--- config.mk ---
export PLATFORM = sky130hd
export DESIGN_NAME = dda_line_rasterizer_core
export DESIGN_NICKNAME = d
export VERILOG_FILES = /design/src/design/dlr_pkg.sv /design/src/design/dlr_div.sv /design/src/design/dda_line_rasterizer_core.sv
export VERILOG_INCLUDE_DIRS = /design/src /design/src/design
export SDC_FILE = /design/constraint.sdc
export NUM_CORES = 1
export LEC_CHECK = 0
export ABC_AREA = 1
export BUFFER_PORTS_ARGS = -buffer_cell sky130_fd_sc_hd__buf_2
export CORE_MARGIN = 1.5
export CORE_UTILIZATION = 55
export CTS_BUF_LIST = sky130_fd_sc_hd__clkbuf_8
export CTS_CLUSTER_SIZE = 14
export DETAILED_ROUTE_END_ITERATION = 10
export GPL_ROUTABILITY_DRIVEN = 0
export PLACE_DENSITY = 0.75
export SYNTH_ARGS = -nofsm -noshare
export SYNTH_HDL_FRONTEND = slang
export SYNTH_SLANG_ARGS = --single-unit
--- constraint.sdc ---
create_clock -name clk -period 5.6 [get_ports clk]
set_input_delay 0.28 -clock clk [delete_from_list [all_inputs] [get_ports clk]]
set_output_delay 0.28 -clock clk [all_outputs]
set_load 0.01 [all_outputs]
--- src/design/dda_line_rasterizer_core_defines.svh ---
// ----------------------------------------------------------------------------
// DDA line rasterizer assertion macros
// Shared concurrent assertion forms for the rasterizer modules.
// ----------------------------------------------------------------------------
`ifndef DDA_LINE_RASTERIZER_CORE_DEFINES_SVH
`define DDA_LINE_RASTERIZER_CORE_DEFINES_SVH

// Same-cycle implication, disabled during reset.
`define DLR_ASSERT_IMP(lbl, clk_s, rst_s, ante, cons, msg) \
  lbl: assert property (@(posedge clk_s) disable iff (rst_s) (ante) |-> (cons)) \
    else $error(msg);

// Next-cycle implication, disabled during reset.
`define DLR_ASSERT_NXT(lbl, clk_s, rst_s, ante, cons, msg) \
  lbl: assert property (@(posedge clk_s) disable iff (rst_s) (ante) |=> (cons)) \
    else $error(msg);

`endif

--- src/design/dlr_pkg.sv ---
// ----------------------------------------------------------------------------
// DDA line rasterizer package
// Default sizes, item codes and the divider status type.
// ----------------------------------------------------------------------------
`timescale 1ns / 1ps

package dlr_pkg;

  localparam int COORD_BITS_DEF    = 12;
  localparam int FRACTION_BITS_DEF = 16;

  // action codes carried on s_tuser
  localparam logic ACT_START   = 1'b0;
  localparam logic ACT_ADVANCE = 1'b1;

  typedef struct packed {
    logic busy;
    logic done;
  } div_stat_t;

endpackage

--- src/design/dlr_div.sv ---
// ----------------------------------------------------------------------------
// DDA increment divider
// Restoring divider, one quotient bit per cycle: (num << F) / den, num <= den.
// ----------------------------------------------------------------------------
`timescale 1ns / 1ps

module dlr_div
  import dlr_pkg::*;
#(
  parameter int COORD_BITS    = COORD_BITS_DEF,
  parameter int FRACTION_BITS = FRACTION_BITS_DEF
) (
  input  logic                     clk,
  input  logic                     rst,
  input  logic                     start,
  input  logic [COORD_BITS-1:0]    num,
  input  logic [COORD_BITS-1:0]    den,
  output div_stat_t                stat,
  output logic [FRACTION_BITS:0]   quot
);

  localparam int CNT_W = $clog2(FRACTION_BITS + 1);

  logic                  busy;
  logic                  done;
  logic [CNT_W-1:0]      cnt;
  logic [COORD_BITS:0]   rem;
  logic [COORD_BITS-1:0] den_r;

  logic [COORD_BITS:0]   trial;
  logic                  ge;

  // first step compares num itself (integer bit), later steps shift in a zero
  always_comb begin
    trial = (cnt == '0) ? rem : {rem[COORD_BITS-1:0], 1'b0};
    ge    = (trial >= {1'b0, den_r});
  end

  always_ff @(posedge clk) begin
    if (rst) begin
      busy <= 1'b0;
      done <= 1'b0;
      cnt  <= '0;
    end else begin
      done <= 1'b0;
      if (start) begin
        busy  <= 1'b1;
        cnt   <= '0;
        rem   <= {1'b0, num};
        den_r <= den;
        quot  <= '0;
      end else if (busy) begin
        rem  <= ge ? (trial - {1'b0, den_r}) : trial;
        quot <= {quot[FRACTION_BITS-1:0], ge};
        cnt  <= cnt + CNT_W'(1);
        if (cnt == CNT_W'(FRACTION_BITS)) begin
          busy <= 1'b0;
          done <= 1'b1;
        end
      end
    end
  end

  assign stat.busy = busy;
  assign stat.done = done;

endmodule

--- src/design/dda_line_rasterizer_core.sv ---
// Start item: setup, then two serial divisions of FRACTION_BITS + 1 steps each on the one
//   shared divider, each with a launch and a done strobe, then the emit of the start pixel.
//   A zero-length line skips the divisions.
// Advance item: registered at accept; one advance per cycle unless the output stalls.
// s_tready is low from a start accept until its pixel is loaded, and while a pixel waits.
// Synchronous active-high reset clears the sequencer, line_active, steps and output valid.
// ----------------------------------------------------------------------------
// DDA line rasterizer core
// Fixed-point digital differential analyzer: one pixel per start item and per advance item of an active line.
// ----------------------------------------------------------------------------
`timescale 1ns / 1ps
`include "dda_line_rasterizer_core_defines.svh"

module dda_line_rasterizer_core
  import dlr_pkg::*;
#(
  parameter int COORD_BITS    = COORD_BITS_DEF,
  parameter int FRACTION_BITS = FRACTION_BITS_DEF
) (
  input  logic                                clk,
  input  logic                                rst,
  // slave side: tdata = x_start, y_start, x_end, y_end (lowest bits first)
  input  logic                                s_tvalid,
  output logic                                s_tready,
  input  logic [((4*COORD_BITS+7)/8)*8-1:0]   s_tdata,
  // tuser = action (ACT_START / ACT_ADVANCE)
  input  logic                                s_tuser,
  // master side: tdata = pixel_x, pixel_y (lowest bits first); tlast = last_pixel
  output logic                                m_tvalid,
  input  logic                                m_tready,
  output logic [((2*COORD_BITS+7)/8)*8-1:0]   m_tdata,
  output logic                                m_tlast
);

  localparam int C     = COORD_BITS;
  localparam int F     = FRACTION_BITS;
  // position register carries position + 0.5, one guard bit above C.F
  localparam int POS_W = C + F + 1;
  // increment magnitude is at most 1.0
  localparam int INC_W = F + 2;

  typedef enum logic [2:0] {
    ST_IDLE,
    ST_SETUP,
    ST_DIV_X,
    ST_DIV_Y,
    ST_EMIT
  } state_t;

  state_t state;

  // line state
  logic signed [POS_W-1:0] x_pos;
  logic signed [POS_W-1:0] y_pos;
  logic signed [INC_W-1:0] x_inc;
  logic signed [INC_W-1:0] y_inc;
  logic [C-1:0]            steps_left;
  logic                    line_active;

  // start bookkeeping
  logic signed [C:0]       dx;
  logic signed [C:0]       dy;
  logic [C-1:0]            ay;
  logic [C-1:0]            span;
  logic                    zero_len;

  // divider hookup
  logic                    div_start;
  logic [C-1:0]            div_num;
  logic [C-1:0]            div_den;
  div_stat_t               div_stat;
  logic [F:0]              div_quot;

  // output register
  logic [C-1:0]            px;
  logic [C-1:0]            py;

  // item fields
  logic signed [C-1:0]     in_xs;
  logic signed [C-1:0]     in_ys;
  logic signed [C-1:0]     in_xe;
  logic signed [C-1:0]     in_ye;

  logic                    out_free;
  logic                    accept;
  logic signed [POS_W-1:0] x_pos_adv;
  logic signed [POS_W-1:0] y_pos_adv;
  logic [C:0]              dx_neg;
  logic [C:0]              dy_neg;
  logic [C-1:0]            ax_c;
  logic [C-1:0]            ay_c;
  logic [C-1:0]            span_c;
  logic signed [INC_W-1:0] q_ext;

  assign in_xs = s_tdata[C-1:0];
  assign in_ys = s_tdata[2*C-1:C];
  assign in_xe = s_tdata[3*C-1:2*C];
  assign in_ye = s_tdata[4*C-1:3*C];

  // round to pixel: truncate (pos + 0.5) toward zero; v already holds pos + 0.5
  function automatic logic [C-1:0] round_pixel(input logic signed [POS_W-1:0] v);
    logic signed [POS_W-1:0] t;
    logic                    frac_nz;
    t       = v >>> F;
    frac_nz = |v[F-1:0];
    if (v[POS_W-1] && frac_nz) begin
      round_pixel = t[C-1:0] + C'(1);
    end else begin
      round_pixel = t[C-1:0];
    end
  endfunction

  // output slot frees up when empty or being drained this cycle
  assign out_free = !m_tvalid || m_tready;
  assign s_tready = (state == ST_IDLE) && out_free;
  assign accept   = s_tvalid && s_tready;

  always_comb begin
    x_pos_adv = x_pos + {{(POS_W-INC_W){x_inc[INC_W-1]}}, x_inc};
    y_pos_adv = y_pos + {{(POS_W-INC_W){y_inc[INC_W-1]}}, y_inc};
    dx_neg    = -dx;
    dy_neg    = -dy;
    ax_c      = dx[C] ? dx_neg[C-1:0] : dx[C-1:0];
    ay_c      = dy[C] ? dy_neg[C-1:0] : dy[C-1:0];
    span_c    = (ax_c > ay_c) ? ax_c : ay_c;
    q_ext     = {1'b0, div_quot};
  end

  dlr_div #(
    .COORD_BITS    (C),
    .FRACTION_BITS (F)
  ) u_div (
    .clk   (clk),
    .rst   (rst),
    .start (div_start),
    .num   (div_num),
    .den   (div_den),
    .stat  (div_stat),
    .quot  (div_quot)
  );

  always_ff @(posedge clk) begin
    if (rst) begin
      state       <= ST_IDLE;
      line_active <= 1'b0;
      steps_left  <= '0;
      div_start   <= 1'b0;
      m_tvalid    <= 1'b0;
    end else begin
      div_start <= 1'b0;
      if (m_tvalid && m_tready) begin
        m_tvalid <= 1'b0;
      end

      case (state)
        ST_IDLE: begin
          if (accept) begin
            if (s_tuser == ACT_START) begin
              // abandon any line; position starts at coordinate + 0.5
              line_active <= 1'b0;
              x_pos <= {in_xs[C-1], in_xs, 1'b1, {(F-1){1'b0}}};
              y_pos <= {in_ys[C-1], in_ys, 1'b1, {(F-1){1'b0}}};
              dx    <= {in_xe[C-1], in_xe} - {in_xs[C-1], in_xs};
              dy    <= {in_ye[C-1], in_ye} - {in_ys[C-1], in_ys};
              state <= ST_SETUP;
            end else if (line_active) begin
              x_pos      <= x_pos_adv;
              y_pos      <= y_pos_adv;
              steps_left <= steps_left - C'(1);
              px         <= round_pixel(x_pos_adv);
              py         <= round_pixel(y_pos_adv);
              m_tlast    <= (steps_left == C'(1));
              m_tvalid   <= 1'b1;
              if (steps_left == C'(1)) begin
                line_active <= 1'b0;
              end
            end
          end
        end

        ST_SETUP: begin
          ay       <= ay_c;
          span     <= span_c;
          zero_len <= (span_c == '0);
          if (span_c == '0) begin
            x_inc <= '0;
            y_inc <= '0;
            state <= ST_EMIT;
          end else begin
            div_start <= 1'b1;
            div_num   <= ax_c;
            div_den   <= span_c;
            state     <= ST_DIV_X;
          end
        end

        ST_DIV_X: begin
          if (div_stat.done) begin
            x_inc     <= dx[C] ? -q_ext : q_ext;
            div_start <= 1'b1;
            div_num   <= ay;
            div_den   <= span;
            state     <= ST_DIV_Y;
          end
        end

        ST_DIV_Y: begin
          if (div_stat.done) begin
            y_inc <= dy[C] ? -q_ext : q_ext;
            state <= ST_EMIT;
          end
        end

        ST_EMIT: begin
          // start pixel; a zero-length line ends here
          if (out_free) begin
            px          <= round_pixel(x_pos);
            py          <= round_pixel(y_pos);
            m_tlast     <= zero_len;
            m_tvalid    <= 1'b1;
            line_active <= !zero_len;
            steps_left  <= span;
            state       <= ST_IDLE;
          end
        end

        default: begin
          state <= ST_IDLE;
        end
      endcase
    end
  end

  always_comb begin
    m_tdata          = '0;
    m_tdata[C-1:0]   = px;
    m_tdata[2*C-1:C] = py;
  end

  // the last pixel of a line leaves no line behind it
  `DLR_ASSERT_IMP(a_last_ends_line, clk, rst, m_tvalid && m_tlast, !line_active,
    "last pixel shown while line still active")
  // an active line always has advances left
  `DLR_ASSERT_IMP(a_active_has_steps, clk, rst, line_active, steps_left != '0,
    "active line with no steps left")
  // the divider only runs under the division states
  `DLR_ASSERT_IMP(a_div_in_seq, clk, rst, div_stat.busy,
    state == ST_DIV_X || state == ST_DIV_Y, "divider busy outside division")

endmodule
Yosys cells after proc, flatten, opt, wreduce, memory -nomap -nowiden:

Index checks and enable logic that the tools add are counted.

* bits in registers: 261
* output and inout bits: 27
* logic and storage cells: 173

* add/subtract/negate cells: 14
* magnitude comparators: 2
* eq/ne operators: 16
* multiplexer cells: 75
* bitwise operators: 3
* reduce and logical (&&, ||, !) cells: 35

Operators with widths (number)
* $mux W12: 24
* $pmux W12 S2: 5
* $mux W29: 4
* $mux W18: 5
* $pmux W18 S2: 2
* $reduce_or A16 Y1: 4
* $add A29 B29 Y29: 2
* $add A12 B1 Y12 const B: 4
* $mux W13: 3
* $sub A12 B12 Y13: 2
* $neg A12 Y12: 2
* $mux W1: 20
* $reduce_and A4 Y1: 5
* $mux W3: 6
* $neg A17 Y18: 1
* $mux W17: 1
* $pmux W3 S5: 1
* $ne A2 B2 Y1 const B: 7
* $ge A13 B12 Y1: 1
* $sub A13 B12 Y13: 1
* $eq A12 B1 Y1 const B: 1
* $gt A12 B12 Y1: 1
* $logic_not A12 Y1: 1
* $sub A12 B1 Y12 const B: 1
* 20 further kinds: 41

Depth between registers and ports, before layout:

Gate-level depths: netlist of the first run.

* word-level depth: 8
* depth in mapped cells: 26
* depth with buffers taken out: 26

By module:

From an unflattened synthesis of the first run, not the netlist that was laid out.

* cell total of the unflattened synthesis: 2744
* area, all modules: 19727.7 um^2

Modules (own cells, without submodules)
* dda_line_rasterizer_core: times used 1, cells an instance 2355, area each 16679.7 um^2, sequential area each 6185.9 um^2
* dlr_div: times used 1, cells an instance 389, area each 3047.9 um^2, sequential area each 1401.3 um^2

Least setup slack after synthesis of the first run:

OpenSTA, ideal clock, no wires.

* path kind: register to register
* start: register state[1]
* end: register x_pos[0], enable pin
* library setup time: 0.560 ns
* arrival: 5.228 ns
* data required time: 5.040 ns
* path slack: -0.188 ns
* cell stages (with the launch flop): 8
* clock period less this slack: 5.788 ns
* path through: dfxtp_1 -> nor2_2 -> inv_2 -> nor2_1 -> inv_1 -> nor2_2 -> nand2_1 -> a211oi_1

* word-level cells in the longest chain between the ends: 4

RTL lines
* start, declared: line dda_line_rasterizer_core.sv:50 `state_t state;`
* start signal, assigned: line dda_line_rasterizer_core.sv:144 `state <= ST_IDLE;`
* start signal, assigned: line dda_line_rasterizer_core.sv:165 `state <= ST_SETUP;`
* start signal, assigned: line dda_line_rasterizer_core.sv:188 `state <= ST_EMIT;`
* $logic_not A3 Y1: line dda_line_rasterizer_core.sv:115 `assign s_tready = (state == ST_IDLE) && out_free;`
* $logic_and A1 B1 Y1: line dda_line_rasterizer_core.sv:115
* net s_tready: line dda_line_rasterizer_core.sv:24 `output logic s_tready,`
* $logic_and A1 B1 Y1: line dda_line_rasterizer_core.sv:116 `assign accept = s_tvalid && s_tready;`
* $reduce_and A4 Y1 (no source line)
* end signal, assigned: line dda_line_rasterizer_core.sv:161 `x_pos <= {in_xs[C-1], in_xs, 1'b1, {(F-1){1'b0}}};`
* end signal, assigned: line dda_line_rasterizer_core.sv:167 `x_pos <= x_pos_adv;`
* end, declared: line dda_line_rasterizer_core.sv:53 `logic signed [POS_W-1:0] x_pos;`

The timed path passes the listed nets, and every way through them passes these cells.
A chain may end at the register's enable or synchronous reset.

Final worst setup path of the first run:

* start: register dx[12]
* end: register y_inc[0], enable pin

* word-level cells in the longest chain between the ends: 6

RTL lines
* start, declared: line dda_line_rasterizer_core.sv:61 `logic signed [C:0] dx;`
* start signal, assigned: line dda_line_rasterizer_core.sv:163 `dx <= {in_xe[C-1], in_xe} - {in_xs[C-1], in_xs};`
* $mux W12 *: line dda_line_rasterizer_core.sv:123 `ax_c = dx[C] ? dx_neg[C-1:0] : dx[C-1:0];`
* $gt A12 B12 Y1: line dda_line_rasterizer_core.sv:125 `span_c = (ax_c > ay_c) ? ax_c : ay_c;`
* $mux W12 *: line dda_line_rasterizer_core.sv:125
* $logic_not A12 Y1 *: line dda_line_rasterizer_core.sv:185 `if (span_c == '0) begin`
* $ne A2 B2 Y1 (no source line) *
* $reduce_and A4 Y1 (no source line) *
* end signal, assigned: line dda_line_rasterizer_core.sv:209 `y_inc <= dy[C] ? -q_ext : q_ext;`
* end, declared: line dda_line_rasterizer_core.sv:56 `logic signed [INC_W-1:0] y_inc;`

Mark *: on every way between the ends. The rest lies on a longest branch, timed or not.

==> flow_summary.yaml, run 1 <==
outcome:
  status: "finished clean"
setup_path:
  type_of_element_capturing_the_critical_path: "flip-flop"
  startpoint_to_endpoint_class_of_the_critical_path: "reg -> reg"
  cp_common_cell: "nand2_1"
  cp.required_ns: 5.80
  crit_start: "dx[12]$_DFFE_PP_"
  cpMaxStageDelayCell: "a21oi_2"
  worstReg2RegEnd: "y_inc[0]$_SDFFCE_PN0P_"
  crit_path_max_incr_delay_ns: 0.76
  critical_path.reg2reg.startpoint: "dx[12]$_DFFE_PP_"
  reg2reg_slack_ns: 0.86
  setup_crit_start_kind: "flip-flop"
  reg2reg_depth: 17
  timing.critical_path.fanout_max: 32
  critPathArrivalTime_ns: 4.93
  cells_traversed_along_the_worst_timing_path: "inv_1 > o211ai_1 > nand2_1 > ha_1 > nand2_1 > nor2_1 > and2_1 > nand2_1 > nand3_4 > nand2_4 > o21ai_1 > nand2_1 > nor2_1 > nand4_1 > nand2_1 > nand2_1 > a21oi_2"
sta:
  tightest_slew_ns: 1.05
  maxSlewHeadroom: 0.300
  timing.final.crit_period_ns: 4.74
  hold_viol: 0
  maxSlewViolCount: 0
  post-route-period-util: 0.846
  fin_setup_tns_ns: 0
  hold_ws_ns: 0.0429
  finalSetupViolations: 0
  max_freq_ghz: 0.211
  skew_ns: 0.0359
  rsz_0062_raised_after_global_routing: "false"
die:
  boundaryPins: 80
  chipWidth_um: 190
  fp-row-count: 68
  floorplan.initialDensity: 0.559
  floorplan.die.height_um: 190
  die_area_um2: 36300
  coreArea_um2: 34500
clock_network:
  clock_sink_count: 261
  post_cts_buffers: 0
  clkTransAtPathRegs_ns: 0.07
  ctsRootBufferMaster: "clkbuf_8"
  tritoncts.num_buffers: 45
  cts_tree: "built"
  cts_max_path_buffers: 3
  worst_skew_pair.late_latency_ns: 0.60
  cts_resized: 0
  ctsHtreeMaxLevel: 2
  hold_buffers: 0
pwr:
  ir_drop_mv: 0.194
  p_leak_nw: 10.2
  power_per_cell_area_nw_per_um2: 368
  design_power_total_w: 0.00777
layout:
  fraction_of_layout_cells_with_a_size_suffix_above_1: 0.0955
  areaGrowthSynthToFinish_pct: 9.37
  mostFrequentLayoutCell: "nand2_1"
  fin_nets: 2911
  post_layout_nonfiller_instances: 3233
  fill_cells: 3174
  mostFrequentLayoutCells: "nand2_1, inv_1, edfxtp_1"
worst_hold_path:
  hold-path-endpoint: "y_pos[16]$_DFFE_PP_"
  worstHoldPathType: "in -> reg"
  hold_depth: 3
  hold_path.startpoint: "s_tdata[12]"
global_route:
  grtUsageTotal: 0.279
  first_global_vias: 16400
  grt.overflow.total: 0
  grt_max_degree: 59
  grt_first_pass_wirelength_um: 80700
  initial_antenna_violation_count: 6
job:
  maximum_capacitance_violations: 0
synth:
  synth_compound_area_frac: 0.0976
  synth-xor-area-share: 0.0322
  synth-warning-count: 0
  synthMuxAreaShare: 0.000518
  syn_area_per_cell_um2: 7.31
  synth_enable_flop_cells: 236
  synthesized_nets: 2818
  synthesis.area_um2: 19300
  postSynthCellCount: 2645
  synth_simple_gate_area_frac: 0.296
  yosys.area_share.adder: 0.0796
  synth_top_family_by_area: "simple AND/OR/NAND/NOR gates"
  synth-seq-area-share: 0.393
  post_synth_num_cell_types: 52
  postSynth.asyncResetShare: 0
  synth_seq_cells: 261
  postSynth.topFlopCell: "edfxtp_1"
route:
  via_count: 17500
  first_iter_violations: 1645
  finalWirelength_um: 50100
  initial_drt_pass_iterations: 6
  via_per_inst: 5.42
  detail_route.wl_per_cell_um: 15.5
  drt.antenna.violating_nets: 0
  drc: 0
placed_design:
  sum_of_net_half_perimeters_after_detailed_placement_um: 39100
  numPortBuffers: 79
  place_inst: 3146
==> final cells by class <==
cell class | count | area (um2) | area share
Sequential cell | 261 | 7590 | 0.359
Antenna cell | 4 | 10.0 | 0.000474
Multi-Input combinational cell | 1868 | 9820 | 0.465
Tap cell | 455 | 569 | 0.0269
Timing Repair Buffer | 92 | 493 | 0.0233
Clock inverter | 38 | 273 | 0.0129
Clock buffer | 45 | 619 | 0.0293
Inverter | 470 | 1760 | 0.0835
==> Yosys cell counts (5+ instances only) <==
master | n | area share
a211oi_1 | 8 | 0.0031
a21oi_1 | 127 | 0.033
a31oi_1 | 17 | 0.0055
and2_1 | 6 | 0.0019
buf_2 | 9 | 0.0023
clkbuf_1 | 33 | 0.0064
clkinv_1 | 8 | 0.0016
dfxtp_1 | 25 | 0.026
edfxtp_1 | 236 | 0.37
fa_1 | 5 | 0.0052
ha_1 | 115 | 0.074
inv_1 | 440 | 0.085
inv_2 | 22 | 0.0043
nand2_1 | 761 | 0.15
nand2_2 | 27 | 0.0087
nand3_1 | 153 | 0.040
nand3b_1 | 21 | 0.0082
nand4_1 | 41 | 0.013
nor2_1 | 228 | 0.044
nor2_2 | 30 | 0.0097
nor2_4 | 6 | 0.0035
nor3_1 | 34 | 0.0088
nor4_1 | 5 | 0.0016
o211ai_1 | 6 | 0.0023
o21a_1 | 5 | 0.0019
o21ai_0 | 136 | 0.035
o21ai_1 | 17 | 0.0044
o21bai_1 | 9 | 0.0035
or2_2 | 7 | 0.0023
xnor2_1 | 25 | 0.011
xor2_1 | 46 | 0.021
==> worst max path at each step <==
stage	end	slack (ns)	cells past startpoint
after detailed placement	y_inc[0]$_SDFFCE_PN0P_	0.95	17
after floorplan	div_den[0]$_DFFE_PP_	1.42	24
final	y_inc[0]$_SDFFCE_PN0P_	0.86	17
after global placement	y_inc[0]$_SDFFCE_PN0P_	1.16	17
after global routing	y_inc[4]$_SDFFCE_PN0P_	0.49	17
after CTS	y_inc[4]$_SDFFCE_PN0P_	0.93	17
==> stage by stage <==
step,instance area (um2),util,setup WS [ns]
6_report,21100,0.612,0.862
5_1_grt,21100,0.611,0.486
3_3_place_gp,20200,0.586,1.16
4_1_cts,21100,0.611,0.933
2_1_floorplan,19300,-,1.42
3_5_place_dp,20200,0.586,0.949
==> registers in the layout (all words and copies together), names as in the netlist, 5 cells and up <==
name	count
div_num	12
u_div.rem	13
ay	12
div_den	12
x_inc	18
y_inc	18
u_div.den_r	12
py	12
dy	13
dx	13
steps_left	12
span	12
u_div.cnt	5
y_pos	29
u_div.quot	17
px	12
x_pos	29
==> power breakdown <==
part | total, W | switching [W] | internal, W
registers | 0.00286 | 0.000196 | 0.00267
clock network | 0.00172 | 0.000821 | 0.000904
logic | 0.00318 | 0.00213 | 0.00105
total | 0.00777 | 0.00315 | 0.00462
==> critical path, delay by kind of cell (launching register included) <==
kind | cells | cell delay, ns
compound gates | 3 | 1.31
buf+inv | 1 | 0.52
simple gates | 12 | 1.52
fa+ha+maj | 1 | 0.31
flops | 1 | 0.69
==> per-layer routing <==
layer	vias to the layer above	track usage	part of all wire
met2	672	0.454	0.45
li1	8770	-	-
met5	-	0	0.00052
met1	7965	0.368	0.44
met4	4	0.112	0.037
met3	115	0.0508	0.076
==> cell families after synthesis <==
group | after synthesis
and+or+nand+nor | 1331
buffers and inverters | 516
AOI/OAI and AO/OA | 345
DFF | 261
adders and majority gates | 120
xor gates and xnor gates | 71
muxes | 1
Power figures use the tool's default switching activity.
==> run 2, diff against run 1 <==
==> constraint.sdc (replaced) <==
create_clock -name clk -period 4.2 [get_ports clk]
set_input_delay 0.21 -clock clk [delete_from_list [all_inputs] [get_ports clk]]
set_output_delay 0.21 -clock clk [all_outputs]
set_load 0.01 [all_outputs]
==> flow_summary.yaml, run 2 (synthesis results as in run 1) <==
setup_path:
  startpoint_to_endpoint_class_of_the_critical_path: "reg -> reg"
  cells_traversed_along_the_worst_timing_path: "inv_1 > ha_2 > nand3_1 > nand2_1 > nand3_1 > nand2_1 > inv_1 > ha_1 > nand2_1 > nor2_2 > and2_1 > nand2_1 > nand3_4 > nand2_8 > o21ai_1 > nand2_1 > nor2_1 > nand4_1 > nand2_2 > nand2_1 > a21oi_4 > buf_6"
  setup_crit_start_kind: "flip-flop"
  critPathArrivalTime_ns: 4.19
  reg2reg_depth: 22
  type_of_element_capturing_the_critical_path: "flip-flop"
  critical_path.reg2reg.startpoint: "dy[0]$_DFFE_PP_"
  crit_path_max_incr_delay_ns: 0.42
  reg2reg_slack_ns: 0.30
  worstReg2RegEnd: "y_inc[11]$_SDFFCE_PN0P_"
  timing.critical_path.fanout_max: 16
  cp.required_ns: 4.49
  cpMaxStageDelayCell: "edfxtp_1"
  cp_common_cell: "nand2_1"
sta:
  max_freq_ghz: 0.256
  tightest_slew_ns: 1.05
  maxSlewViolCount: 0
  finalSetupViolations: 0
  fin_setup_tns_ns: 0
  skew_ns: 0.0430
  hold_ws_ns: -0.0138
  post-route-period-util: 0.929
  rsz_0062_raised_after_global_routing: "false"
  hold_viol: 1
  timing.final.crit_period_ns: 3.90
  maxSlewHeadroom: 0.298
outcome:
  violations: "hold timing"
  status: "finished, violations left"
placed_design:
  placed_cell_area_um2: 20300
  sum_of_net_half_perimeters_after_detailed_placement_um: 38800
  numPortBuffers: 79
layout:
  postLayoutCellArea_um2: 21500
  mostFrequentLayoutCells: "nand2_1, inv_1, edfxtp_1"
  fin_nets: 2929
  layout_top_registers: "x_pos (29), y_pos (29)"
  mostFrequentLayoutCell: "nand2_1"
  fraction_of_layout_cells_with_a_size_suffix_above_1: 0.104
  areaGrowthSynthToFinish_pct: 11.3
global_route:
  first_global_vias: 16600
  grt_max_degree: 59
  initial_antenna_violation_count: 6
  grt.overflow.total: 0
  grtUsageTotal: 0.282
  grt_first_pass_wirelength_um: 81500
route:
  finalWirelength_um: 50200
  drt.antenna.violating_nets: 0
  first_iter_violations: 1480
  initial_drt_pass_iterations: 7
  drc: 0
  via_count: 17600
  detail_route.wl_per_cell_um: 15.5
  via_per_inst: 5.43
pwr:
  p_leak_nw: 10.4
  ir_drop_mv: 0.269
  power_per_cell_area_nw_per_um2: 505
clock_network:
  cts_tree: "built"
  ctsHtreeMaxLevel: 2
  clock_sink_count: 261
  post_cts_buffers: 0
  worst_skew_pair.late_latency_ns: 0.61
  ctsRootBufferMaster: "clkbuf_8"
  cts_max_path_buffers: 3
  tritoncts.num_buffers: 45
  clkTransAtPathRegs_ns: 0.06
die:
  floorplan.initialDensity: 0.559
  coreArea_um2: 34500
  fp-row-count: 68
  die_area_um2: 36300
  floorplan.die.height_um: 190
  chipWidth_um: 190
  boundaryPins: 80
job:
  maximum_capacitance_violations: 0
worst_hold_path:
  worstHoldPathType: "in -> reg"
  hold_depth: 3
  hold-path-endpoint: "y_pos[25]$_DFFE_PP_"
  hold_path.startpoint: "s_tdata[21]"
[run 2: timing repair]
action | in CTS | in global routing
hold buffers | 10 | 0
resized for setup | 0 | 15
endpoints found under the setup margin | 0 | 46
hold endpoints to repair | 10 | 0
[run 2: worst max path at each step]
stage,from,end,cells after the start
CTS,dx[0]$_DFFE_PP_,y_inc[7]$_SDFFCE_PN0P_,24
global route,dy[0]$_DFFE_PP_,y_inc[7]$_SDFFCE_PN0P_,24
global placement,dx[0]$_DFFE_PP_,y_inc[0]$_SDFFCE_PN0P_,24
finish,dy[0]$_DFFE_PP_,y_inc[11]$_SDFFCE_PN0P_,22
detailed placement,dx[0]$_DFFE_PP_,y_inc[0]$_SDFFCE_PN0P_,24
floorplan,dx[0]$_DFFE_PP_,div_den[0]$_DFFE_PP_,24
[run 2: through the flow]
stage          power (W)  std cells  hold WS (ns)   util  setup slack [ns]
6_report          0.0109       3252       -0.0138  0.623             0.300
5_1_grt           0.0116       3249       0.00739  0.622           0.00371
4_1_cts           0.0108       3247       0.00926  0.621            0.0581
3_5_place_dp     0.00806       3153         0.408  0.587             0.178
3_3_place_gp     0.00793       3153         0.402  0.587             0.398
2_1_floorplan    0.00696       2645         0.400      -            0.0186
[run 2: area by class of cell]
type                            instances  area, um2
Fill cell                            3096      13000
Clock buffer                           46        633
Sequential cell                       261       7590
Clock inverter                         38        427
Timing Repair Buffer                  110        661
Multi-Input combinational cell       1868       9860
Inverter                              470       1760
Tap cell                              455        569
Antenna cell                            4       10.0
[run 2: worst max-delay path, delay by kind of cell, from the launching register on]
family | cells | cell delay, ns
and+or+nand+nor | 15 | 1.81
adders and majority gates | 2 | 0.51
DFF | 1 | 0.42
buffers and inverters | 3 | 0.42
AOI/OAI and AO/OA | 2 | 0.40
[run 2: power by group]
| group | total, W | switching [W] | leakage, nW | internal, W |
|---|---|---|---|---|
| clock network | 0.00274 | 0.00114 | 0.572 | 0.00160 |
| registers | 0.00382 | 0.000264 | 2.38 | 0.00356 |
| logic | 0.00430 | 0.00287 | 7.44 | 0.00143 |
| total | 0.0109 | 0.00428 | 10.4 | 0.00659 |
[run 2: layer usage]
layer	GRT usage	up-vias	share of wire	routed length, um
met5	0	-	0.00050	25
met4	0.129	4	0.041	2040
met3	0.0458	138	0.074	3730
met2	0.464	661	0.46	23000
met1	0.364	8024	0.43	21500
li1	-	8816	-	-
